$ cat src/sv/iss_pkg.sv
// shared types and constants for the indexed sequence store
package iss_pkg;

    localparam int CAPACITY_DEFAULT      = 16;
    localparam int ELEMENT_WIDTH_DEFAULT = 32;
    localparam int POS_W                 = 5;
    localparam int DATA_W                = 32;
    localparam int COUNT_W               = 5;

    typedef enum logic [1:0] {
        OP_INSERT = 2'd0,
        OP_REMOVE = 2'd1,
        OP_GET    = 2'd2,
        OP_CLEAR  = 2'd3
    } opcode_t;

    typedef struct packed {
        opcode_t             opcode;
        logic [POS_W-1:0]    position;
        logic [DATA_W-1:0]   element_in;
    } in_word_t;

    typedef struct packed {
        logic                ok;
        logic [DATA_W-1:0]   element_out;
        logic [COUNT_W-1:0]  count;
        logic                is_empty;
    } out_word_t;

    typedef struct packed {
        logic                ins_en;
        logic                rem_en;
        logic [POS_W-1:0]    position;
    } cell_ctrl_t;

endpackage

$ cat src/sv/iss_cell.sv
// one storage cell of the sequence chain, shifts with its neighbors
module iss_cell #(
    parameter int INDEX         = 0,
    parameter int ELEMENT_WIDTH = iss_pkg::ELEMENT_WIDTH_DEFAULT
) (
    input  logic                     clk,
    input  iss_pkg::cell_ctrl_t      ctrl,
    input  logic [ELEMENT_WIDTH-1:0] new_data,
    input  logic [ELEMENT_WIDTH-1:0] left_data,
    input  logic [ELEMENT_WIDTH-1:0] right_data,
    output logic [ELEMENT_WIDTH-1:0] data
);

    logic [ELEMENT_WIDTH-1:0] entry_reg;
    logic [ELEMENT_WIDTH-1:0] entry_next;
    logic                     hit;
    logic                     above;
    logic                     at_or_above;

    assign hit         = (int'(ctrl.position) == INDEX);
    assign above       = (int'(ctrl.position) < INDEX);
    assign at_or_above = hit || above;

    always_comb
    begin
        entry_next = entry_reg;
        priority if (ctrl.ins_en && hit)
        begin
            entry_next = new_data;
        end
        else if (ctrl.ins_en && above)
        begin
            entry_next = left_data;
        end
        else if (ctrl.rem_en && at_or_above)
        begin
            entry_next = right_data;
        end
        else
        begin
            entry_next = entry_reg;
        end
    end

    always_ff @(posedge clk)
    begin
        entry_reg <= entry_next;
    end

    assign data = entry_reg;

endmodule

$ cat src/sv/indexed_sequence_store_unit.sv
// top level of the indexed sequence store: control, count and cell chain
//
// usage:
//   input channel in_valid / in_stall / in_word carries one request word:
//   opcode (insert, remove, get, clear), position and element_in.
//   output channel out_valid / out_stall / out_word returns exactly one
//   result word per request: ok, element_out, count and is_empty.
//   each result is registered and shows on out_word in the cycle after
//   acceptance, and a new request is taken each cycle while the output
//   is free or being taken. the rate is set by the cell chain, where every
//   cell compares its own index with the position and shifts from a
//   neighbor in the same cycle.
//   reset clears the count and the output valid; entry contents stay
//   undefined until inserted and are never read before that.
//   while out_valid is high and out_stall is high the result word holds and
//   in_stall is raised, so no request is taken until the result is taken.
module indexed_sequence_store_unit #(
    parameter int CAPACITY      = iss_pkg::CAPACITY_DEFAULT,
    parameter int ELEMENT_WIDTH = iss_pkg::ELEMENT_WIDTH_DEFAULT
) (
    input  logic              clk,
    input  logic              rst_n,
    input  logic              in_valid,
    output logic              in_stall,
    input  iss_pkg::in_word_t in_word,
    output logic              out_valid,
    input  logic              out_stall,
    output iss_pkg::out_word_t out_word
);

    localparam int CW   = $clog2(CAPACITY + 1);
    localparam int CMPW = (CW > iss_pkg::POS_W) ? CW : iss_pkg::POS_W;

    logic [CW-1:0]            count_reg;
    logic [CW-1:0]            count_next;
    logic                     out_valid_reg;
    logic                     out_valid_next;
    iss_pkg::out_word_t       out_word_reg;
    iss_pkg::out_word_t       out_word_next;

    logic                     accept;
    logic [CMPW-1:0]          pos_ext;
    logic [CMPW-1:0]          cnt_ext;
    logic                     not_full;
    logic                     ins_ok;
    logic                     idx_ok;
    logic                     op_ok;
    iss_pkg::cell_ctrl_t      ctrl;
    logic [ELEMENT_WIDTH-1:0] din;
    logic [ELEMENT_WIDTH-1:0] rd_data;
    logic [iss_pkg::DATA_W-1:0] rd_word;
    logic [ELEMENT_WIDTH-1:0] cell_data [CAPACITY];

    assign in_stall = out_valid_reg && out_stall;
    assign accept   = in_valid && !in_stall;

    assign pos_ext  = CMPW'(in_word.position);
    assign cnt_ext  = CMPW'(count_reg);
    assign not_full = (count_reg < CW'(CAPACITY));
    assign ins_ok   = (pos_ext <= cnt_ext) && not_full;
    assign idx_ok   = (pos_ext < cnt_ext);

    always_comb
    begin
        din = '0;
        for (int b = 0; b < ELEMENT_WIDTH && b < iss_pkg::DATA_W; b++)
        begin
            din[b] = in_word.element_in[b];
        end
    end

    always_comb
    begin
        ctrl.ins_en   = accept && (in_word.opcode == iss_pkg::OP_INSERT) && ins_ok;
        ctrl.rem_en   = accept && (in_word.opcode == iss_pkg::OP_REMOVE) && idx_ok;
        ctrl.position = in_word.position;
    end

    // cell chain
    for (genvar i = 0; i < CAPACITY; i++)
    begin : g_cell
        logic [ELEMENT_WIDTH-1:0] left_data;
        logic [ELEMENT_WIDTH-1:0] right_data;

        if (i == 0)
        begin : g_first
            assign left_data = din;
        end
        else
        begin : g_left
            assign left_data = cell_data[i-1];
        end

        if (i == CAPACITY - 1)
        begin : g_last
            assign right_data = cell_data[i];
        end
        else
        begin : g_right
            assign right_data = cell_data[i+1];
        end

        iss_cell #(
            .INDEX         (i),
            .ELEMENT_WIDTH (ELEMENT_WIDTH)
        ) u_cell (
            .clk        (clk),
            .ctrl       (ctrl),
            .new_data   (din),
            .left_data  (left_data),
            .right_data (right_data),
            .data       (cell_data[i])
        );
    end

    // one-hot read across the cells
    always_comb
    begin
        rd_data = '0;
        for (int i = 0; i < CAPACITY; i++)
        begin
            if (int'(in_word.position) == i)
            begin
                rd_data = rd_data | cell_data[i];
            end
        end
    end

    always_comb
    begin
        rd_word = '0;
        for (int b = 0; b < ELEMENT_WIDTH && b < iss_pkg::DATA_W; b++)
        begin
            rd_word[b] = rd_data[b];
        end
    end

    always_comb
    begin
        count_next = count_reg;
        op_ok      = 1'b0;
        unique case (in_word.opcode)
            iss_pkg::OP_INSERT:
            begin
                op_ok = ins_ok;
                if (ins_ok)
                begin
                    count_next = count_reg + CW'(1);
                end
            end
            iss_pkg::OP_REMOVE:
            begin
                op_ok = idx_ok;
                if (idx_ok)
                begin
                    count_next = count_reg - CW'(1);
                end
            end
            iss_pkg::OP_GET:
            begin
                op_ok = idx_ok;
            end
            iss_pkg::OP_CLEAR:
            begin
                op_ok      = 1'b1;
                count_next = '0;
            end
            default:
            begin
                op_ok = 1'b0;
            end
        endcase
    end

    always_comb
    begin
        out_word_next.ok          = op_ok;
        out_word_next.element_out = (in_word.opcode == iss_pkg::OP_GET && idx_ok)
                                    ? rd_word : '0;
        out_word_next.count       = iss_pkg::COUNT_W'(count_next);
        out_word_next.is_empty    = (count_next == '0);
        out_valid_next            = out_valid_reg && out_stall;
        if (accept)
        begin
            out_valid_next = 1'b1;
        end
    end

    always_ff @(posedge clk or negedge rst_n)
    begin
        if (!rst_n)
        begin
            count_reg     <= '0;
            out_valid_reg <= 1'b0;
        end
        else
        begin
            out_valid_reg <= out_valid_next;
            if (accept)
            begin
                count_reg <= count_next;
            end
        end
    end

    always_ff @(posedge clk)
    begin
        if (accept)
        begin
            out_word_reg <= out_word_next;
        end
    end

    assign out_valid = out_valid_reg;
    assign out_word  = out_word_reg;

`ifndef SYNTHESIS
    a_count_bound: assert property (@(posedge clk) disable iff (!rst_n)
        count_reg <= CW'(CAPACITY))
        else $error("count above capacity");

    a_clear_empties: assert property (@(posedge clk) disable iff (!rst_n)
        accept && in_word.opcode == iss_pkg::OP_CLEAR |=> count_reg == '0)
        else $error("clear did not empty the store");

    a_insert_grows: assert property (@(posedge clk) disable iff (!rst_n)
        ctrl.ins_en |=> count_reg == $past(count_reg) + CW'(1))
        else $error("insert did not grow the count");

    a_fail_no_data: assert property (@(posedge clk) disable iff (!rst_n)
        out_valid_reg && !out_word_reg.ok |-> out_word_reg.element_out == '0)
        else $error("failed word carries data");
`endif

endmodule
$ cat config.mk
export PLATFORM = sky130hd
export DESIGN_NAME = indexed_sequence_store_unit
export DESIGN_NICKNAME = d
export VERILOG_FILES = /design/src/sv/iss_pkg.sv /design/src/sv/iss_cell.sv /design/src/sv/indexed_sequence_store_unit.sv
export SDC_FILE = /design/constraint.sdc
export NUM_CORES = 1
export LEC_CHECK = 0
export BUFFER_PORTS_ARGS = -buffer_cell sky130_fd_sc_hd__buf_2
export CORE_ASPECT_RATIO = 1.1
export CORE_MARGIN = 2
export CORE_UTILIZATION = 40
export CTS_CLUSTER_SIZE = 20
export DETAILED_ROUTE_END_ITERATION = 8
export PLACE_DENSITY = 0.62
export SLEW_MARGIN = 5
export SYNTH_ARGS = -nofsm -noshare
export SYNTH_HDL_FRONTEND = slang
export SYNTH_SLANG_ARGS = --single-unit
$ cat constraint.sdc
create_clock -name clk -period 15.3 [get_ports clk]
set_clock_uncertainty 0.05 [all_clocks]
set_input_delay 0.765 -clock clk [delete_from_list [all_inputs] [get_ports clk]]
set_output_delay 0.765 -clock clk [all_outputs]
set_load 0.005 [all_outputs]
==> metrics.csv, run 1 <==
stage,metric,value,unit
sta,rsz0062_at_grt,false,
floorplanning,core,74800,um^2
floorplanning,placementRows,105,
setup_path,crit_type,reg -> reg,
pwr,p_comb_frac,0.099,
clocking,clk_pin_slew,0.06,ns
route,drtAntennaViolNets,0,
pwr,p_int,0.00265,W
floorplanning,initial_utilization,0.405,
grt,grt_use_met3,0.0717,
final_layout,drive_gt1_frac,0.123,
pwr,p_clk_frac,0.414,
sta,hold_viol,0,
synth,yosysSeqAreaShare,0.551,
sta,fin_crit_sh,0.316,
synth,synth.most_common_cell,nand2_1,
grt,top_usage_layer,met2,
floorplanning,die_y,293,um
synth,synth_ff_type,edfxtp_1,
sta,fmax,0.207,GHz
synth,syn_area,30300,um^2
setup_path,end_kind,flop,
synth,synth_seq_cells,557,
clocking,clockBufferDepth,3,
synth,ys.warnings.count,0,
pwr,p_switching,0.000948,W
clocking,clk_latency,0.64,ns
placement,port_buffers,83,
setup_path,critPathMaxFanout,63,
setup_path,arrival,5.13,ns
setup_path,reg2reg_depth,10,
pwr,switching_share,0.263,
grt,antenna_found_initial,7,
grt,grt_pass1_vias,25010,
clocking,cts_tree,done,
clocking,cts_inserted_buffers,59,
grt,use_met1,0.400,
synth,syn_nets,3189,
synth,yosysUniqueCellTypes,59,
setup_path,crit_path_start_kind,flop,
final_layout,nets,3096,
grt,grt-ovfl-total,0,
synth,synth_commonest_cells,"nand2_1, edfxtp_1, a22oi_1",
sta,hold_ws,0.306,ns
grt,grt_pass1_wl,172000,um
final_layout,area.growth.synth_to_final,10.4,%
pwr,leakage,12.4,nW
floorplanning,ios,84,
grt,grt_max_degree,97,
sta,setup_violations,0,
hold_path,hp-class,in -> reg,
sta,max_slew_margin,0.0823,
route,finalWirelength,120000,um
final_layout,fillerInstances,6992,
clocking,h-tree-depth,2,
hold_path,min_path_cells,2,
placement,dp_hpwl,66100,um
run_status,status,completed,
synth,synth_top_area_share,0.546,
pwr,pwr-share-seq,0.487,
grt,grt_util_met2,0.471,
placement,gp_congestion,0.872,
synth,synth_edf_count,551,
sta,worstMarginPinSlew,1.37,ns
route,vias_per_cell,6.59,
run,drv_cap,0,
clocking,cts.sinks,557,
synth,synthArstFlopShare,0.0108,
pwr,p_per_area,108,nW/um^2
synth,yosys-top-cells-area,"edfxtp_1, nand2_1, a22oi_1, a31oi_1, nor2_1",
route,drcViolationCount,0,
route,firstDrtPassIters,6,
sta,layout_min_cycle_time,4.83,ns
sta,drv_slew,0,
synth,synth_area_leader_cell,edfxtp_1,
grt,grtUsageTotal,0.301,
route,drtIter0Drc,4115,
route,vias,26741,
floorplanning,die_area,77900,um^2
clocking,clockRootBuffer,clkbuf_16,
synth,synth_cells,3134,
final_layout,largest_reg_flops,512,
pwr,max-vdd-ir-drop,95.3,uV
floorplanning,die_width,266,um
synth,avgSynthCellArea,9.66,um^2
sta,setup_tns,0,ns
setup_path,required,15.60,ns
clocking,post-cts-setup-buffer-count,0,
route,routedWlPerCell,29.6,um
[routing by layer]
| metal | part of all wire | vias up |
|---|---|---|
| met5 | 0.00022 | - |
| met4 | 0.044 | 4 |
| met3 | 0.14 | 364 |
| met2 | 0.45 | 2133 |
| met1 | 0.37 | 12879 |
| li1 | - | 11361 |
[kinds of logic after synthesis]
logic type | Yosys count | synth area share
compound gates | 881 | 0.191
flops | 557 | 0.551
mux | 133 | 0.0467
buf+inv | 315 | 0.0433
fa+ha+maj | 12 | 0.00496
simple gates | 1236 | 0.162
[cell type report]
cell class,instances,area [um^2],area share
clock inverters,37,349,0.0104
clock buffers,73,1570,0.0470
diodes,5,12.5,0.000374
repair buffers,148,908,0.0272
flip-flops and latches,557,16700,0.499
multi-input cells,2262,12600,0.378
inverters,13,48.8,0.00146
well taps,963,1200,0.0360
[power groups by stage]
| stage | sequential, W | clock [W] | combinational (W) |
|---|---|---|---|
| 2_1_floorplan | 0.00178 | 0 | 0.000216 |
| 6_report | 0.00176 | 0.00149 | 0.000356 |
| 3_3_place_gp | 0.00179 | 0 | 0.000344 |
| 4_1_cts | 0.00175 | 0.00150 | 0.000347 |
| 5_1_grt | 0.00176 | 0.00155 | 0.000378 |
| 3_5_place_dp | 0.00179 | 0 | 0.000346 |
[critical path: stages (launching register included)]
cell and delay, ns:
dfrtp_1 0.47, inv_1 0.16, ha_1 0.35, nand2_1 0.14, o221ai_2 0.61, a211o_4 0.97
buf_4 0.77, nor2_4 0.28, buf_4 0.38, nor2_1 0.19, a21oi_1 0.07
[cell usage in the layout (no fill, tap or decap), drive strengths merged, types with 2 or more instances in the layout]
| master | count |
|---|---|
| nand2 | 833 |
| edfxtp | 551 |
| a22oi | 388 |
| nor2 | 323 |
| a31oi | 225 |
| o21ai | 180 |
| buf | 147 |
| clkbuf | 73 |
| mux2 | 67 |
| mux2i | 66 |
| a21oi | 37 |
| nor4 | 34 |
| o22ai | 29 |
| clkinv | 28 |
| inv | 14 |
| nor3 | 14 |
| ha | 12 |
| nand3 | 7 |
| bufinv | 6 |
| dfrtp | 6 |
| diode | 5 |
| nand2b | 5 |
| a21o | 5 |
| nor2b | 3 |
| or2 | 3 |
| and2 | 3 |
| a211o | 3 |
| nor3b | 2 |
| o211ai | 2 |
| clkinvlp | 2 |
| o221ai | 2 |
| or3b | 2 |
| or3 | 2 |
[path summary, 6_finish.rpt]
kind                                   startpoint                                  end  slack (ns)
hold / removal                           in_valid                  out_valid$_DFF_PN0_        0.31
setup / recovery           cnt_ext[4]$_DFFE_PN0P_  g_cell[9].u_cell.data[27]$_DFFE_PP_       10.47
setup reg to reg           cnt_ext[4]$_DFFE_PN0P_  g_cell[9].u_cell.data[27]$_DFFE_PP_       10.47
min in group asynchronous                   rst_n               cnt_ext[4]$_DFFE_PN0P_        0.47
hold reg to reg               out_valid$_DFF_PN0_                  out_valid$_DFF_PN0_        0.48
max in group asynchronous                   rst_n                  out_valid$_DFF_PN0_       14.57
[timing repair]
| action | CTS | global route |
|---|---|---|
| hold endpoints to repair | 6 | 0 |
| gates resized for setup | 0 | 0 |
| hold buffers | 1 | 0 |
[stage by stage]
| step | cell area (um^2) | cells | util | worst slack, ns | total power [W] |
|---|---|---|---|---|---|
| floorplan | 30300 | 3134 | - | 9.41 | 0.00199 |
| global placement | 31500 | 3942 | 0.421 | 10.43 | 0.00213 |
| detailed placement | 31500 | 3942 | 0.421 | 10.35 | 0.00213 |
| CTS | 33400 | 4053 | 0.447 | 10.70 | 0.00360 |
| global route | 33400 | 4056 | 0.447 | 10.37 | 0.00369 |
| finish | 33400 | 4058 | 0.447 | 10.47 | 0.00360 |
(Power assumes the default switching activity.)
==> inputs of run 2 (changes only) <==
PLACE_DENSITY = 0.64   (was 0.62)
clock period = 4.4 ns   (was 15.3 ns; I/O delays follow)
==> metrics.csv, run 2 (same netlist as run 1, synthesis figures left out) <==
stage,metric,value,unit,change
run_status,status,completed,,unchanged
clocking,clockRootBuffer,clkbuf_16,,unchanged
pwr,power.total,0.0123,W,was 0.00360 W
route,vias_per_cell,6.48,,was 6.59
sta,layout_min_cycle_time,3.80,ns,was 4.83 ns
grt,grt_max_degree,97,,unchanged
final_layout,drive_gt1_frac,0.130,,was 0.123
final_layout,layout_commonest_cell,nand2_1,,unchanged
setup_path,crit_buf_inv,2,,was 3
final_layout,multi_input_area,12700,um^2,was 12600 um^2
route,firstDrtPassIters,7,,was 6
setup_path,required,4.68,ns,was 15.60 ns
grt,grt_pass1_wl,169000,um,was 172000 um
placement,gp_congestion,0.911,,was 0.872
final_layout,mostFrequentLayoutCells,"nand2_1, edfxtp_1, a22oi_1, nor2_1, a31oi_1",,unchanged
clocking,clockBufferDepth,3,,unchanged
sta,hold_viol,0,,unchanged
floorplanning,core,74800,um^2,unchanged
clocking,cts_tree,done,,unchanged
clocking,clk_pin_slew,0.06,ns,about the same
clocking,cts.sinks,557,,unchanged
final_layout,fillerInstances,6940,,was 6992
clocking,post_cts_resized,0,,unchanged
sta,rsz0062_at_grt,false,,unchanged
setup_path,path_delay_family,simple AND/OR/NAND/NOR gates,,was compound AO/OA/AOI/OAI gates
final_layout,final_cells,4096,,was 4058
sta,fmax,0.263,GHz,was 0.207 GHz
setup_path,crit_path_start_kind,flop,,unchanged
final_layout,area.growth.synth_to_final,11.9,%,was 10.4%
grt,grtUsageTotal,0.294,,was 0.301
placement,dp_cells,3981,,was 3942
floorplanning,placementRows,105,,unchanged
grt,grt-ovfl-total,0,,unchanged
setup_path,cp_cell_sequence,inv_1 > ha_1 > nand2_1 > o221ai_2 > buf_4 > a211o_4 > or3_4 > o21ai_0,,was inv_1 > ha_1 > nand2_1 > o221ai_2 > a211o_4 > buf_4 > nor2_4 > buf_4 > nor2_1 > a21oi_1
setup_path,critPathMaxFanout,96,,was 63
sta,setup_violations,0,,unchanged
floorplanning,initial_utilization,0.405,,unchanged
clocking,cts_inserted_buffers,58,,was 59
setup_path,arrival,4.08,ns,was 5.13 ns
final_layout,final-seq-area,16700,um^2,unchanged
grt,antenna_found_initial,5,,was 7
clocking,clk_latency,0.64,ns,about the same
final_layout,nets,3137,,was 3096
sta,setup_tns,0,ns,unchanged
route,finalWirelength,117000,um,was 120000 um
route,drtAntennaViolNets,0,,unchanged
floorplanning,die_area,77900,um^2,unchanged
final_layout,largest_reg_flops,512,,unchanged
run,drv_cap,0,,unchanged
route,vias,26562,,was 26741
sta,drv_slew,0,,unchanged
clocking,ctsHoldBuffers,4,,was 1
hold_path,hp-class,in -> reg,,unchanged
sta,setup_slack,0.603,ns,was 10.47 ns
floorplanning,ios,84,,unchanged
sta,max_slew_margin,0.117,,was 0.0823
pwr,p_per_area,362,nW/um^2,was 108 nW/um^2
clocking,h-tree-depth,2,,unchanged
pwr,max-vdd-ir-drop,292,uV,was 95.3 uV
placement,port_buffers,83,,unchanged
setup_path,critPathMaxStageDelay,0.94,ns,was 0.97 ns
sta,fin_crit_sh,0.863,,was 0.316
setup_path,crit_type,reg -> reg,,unchanged
route,drtIter0Drc,3741,,was 4115
route,routedWlPerCell,28.5,um,was 29.6 um
setup_path,end_kind,flop,,unchanged
route,drcViolationCount,0,,unchanged
placement,pre_cts_slack,0.699,ns,was 10.35 ns
floorplanning,die_y,293,um,unchanged
placement,dp_hpwl,70100,um,was 66100 um
clocking,post-cts-setup-buffer-count,0,,unchanged
setup_path,cpMaxStageDelayCell,or3_4,,was a211o_4
pwr,leakage,12.6,nW,was 12.4 nW
sta,worstMarginPinSlew,1.32,ns,was 1.37 ns
grt,grt_pass1_vias,25349,,was 25010
floorplanning,die_width,266,um,unchanged
==> run 2: worst paths after layout <==
check,startpoint,to,slack (ns),cells after the start
min reg2reg,g_cell[14].u_cell.data[19]$_DFFE_PP_,g_cell[13].u_cell.data[19]$_DFFE_PP_,0.54,2
max in group asynchronous,rst_n,cnt_ext[0]$_DFFE_PN0P_,3.57,3
max reg2reg,cnt_ext[4]$_DFFE_PN0P_,g_cell[3].u_cell.data[27]$_DFFE_PP_,0.60,8
max,cnt_ext[4]$_DFFE_PN0P_,g_cell[3].u_cell.data[27]$_DFFE_PP_,0.60,8
min,in_word[17],g_cell[14].u_cell.data[17]$_DFFE_PP_,0.07,3
min in group asynchronous,rst_n,cnt_ext[2]$_DFFE_PN0P_,0.49,3
==> run 2: where the power goes <==
group / switching, W / internal, W
Sequential: 0.000117 / 0.00598
Clock: 0.00219 / 0.00268
Combinational: 0.000898 / 0.000387
Total: 0.00321 / 0.00905
==> run 2: metal layers <==
metal | up-vias | GRT usage | part of all wire
li1 | 11449 | - | -
met1 | 12723 | 0.379 | 0.37
met2 | 1974 | 0.464 | 0.45
met3 | 412 | 0.0698 | 0.12
met4 | 4 | 0.147 | 0.054
met5 | - | 0 | 0.00069
==> run 2: stage by stage <==
step | utilization | hold WS (ns) | instance area (um^2)
3_3_place_gp | 0.429 | 0.0186 | 32000
3_5_place_dp | 0.429 | 0.0149 | 32000
6_report | 0.453 | 0.0735 | 33900
4_1_cts | 0.453 | 0.0510 | 33900
2_1_floorplan | - | -0.126 | 30300
5_1_grt | 0.453 | 0.0803 | 33900
==> run 2: final cells by class <==
class,count,share of cell area
antenna,5,0.000369
clock buffer,72,0.0450
clock inverter,34,0.00768
inverter,13,0.00144
multi-input combinational,2262,0.373
sequential,557,0.493
tap,963,0.0356
timing repair buffer,190,0.0437
==> run 2: tightest hold or removal path: cells and delay by family <==
kind / cells / cell delay [ns]
AO/OA/AOI/OAI: 1 / 0.04
buffers and inverters: 1 / 0.20
AND/OR/NAND/NOR: 1 / 0.13
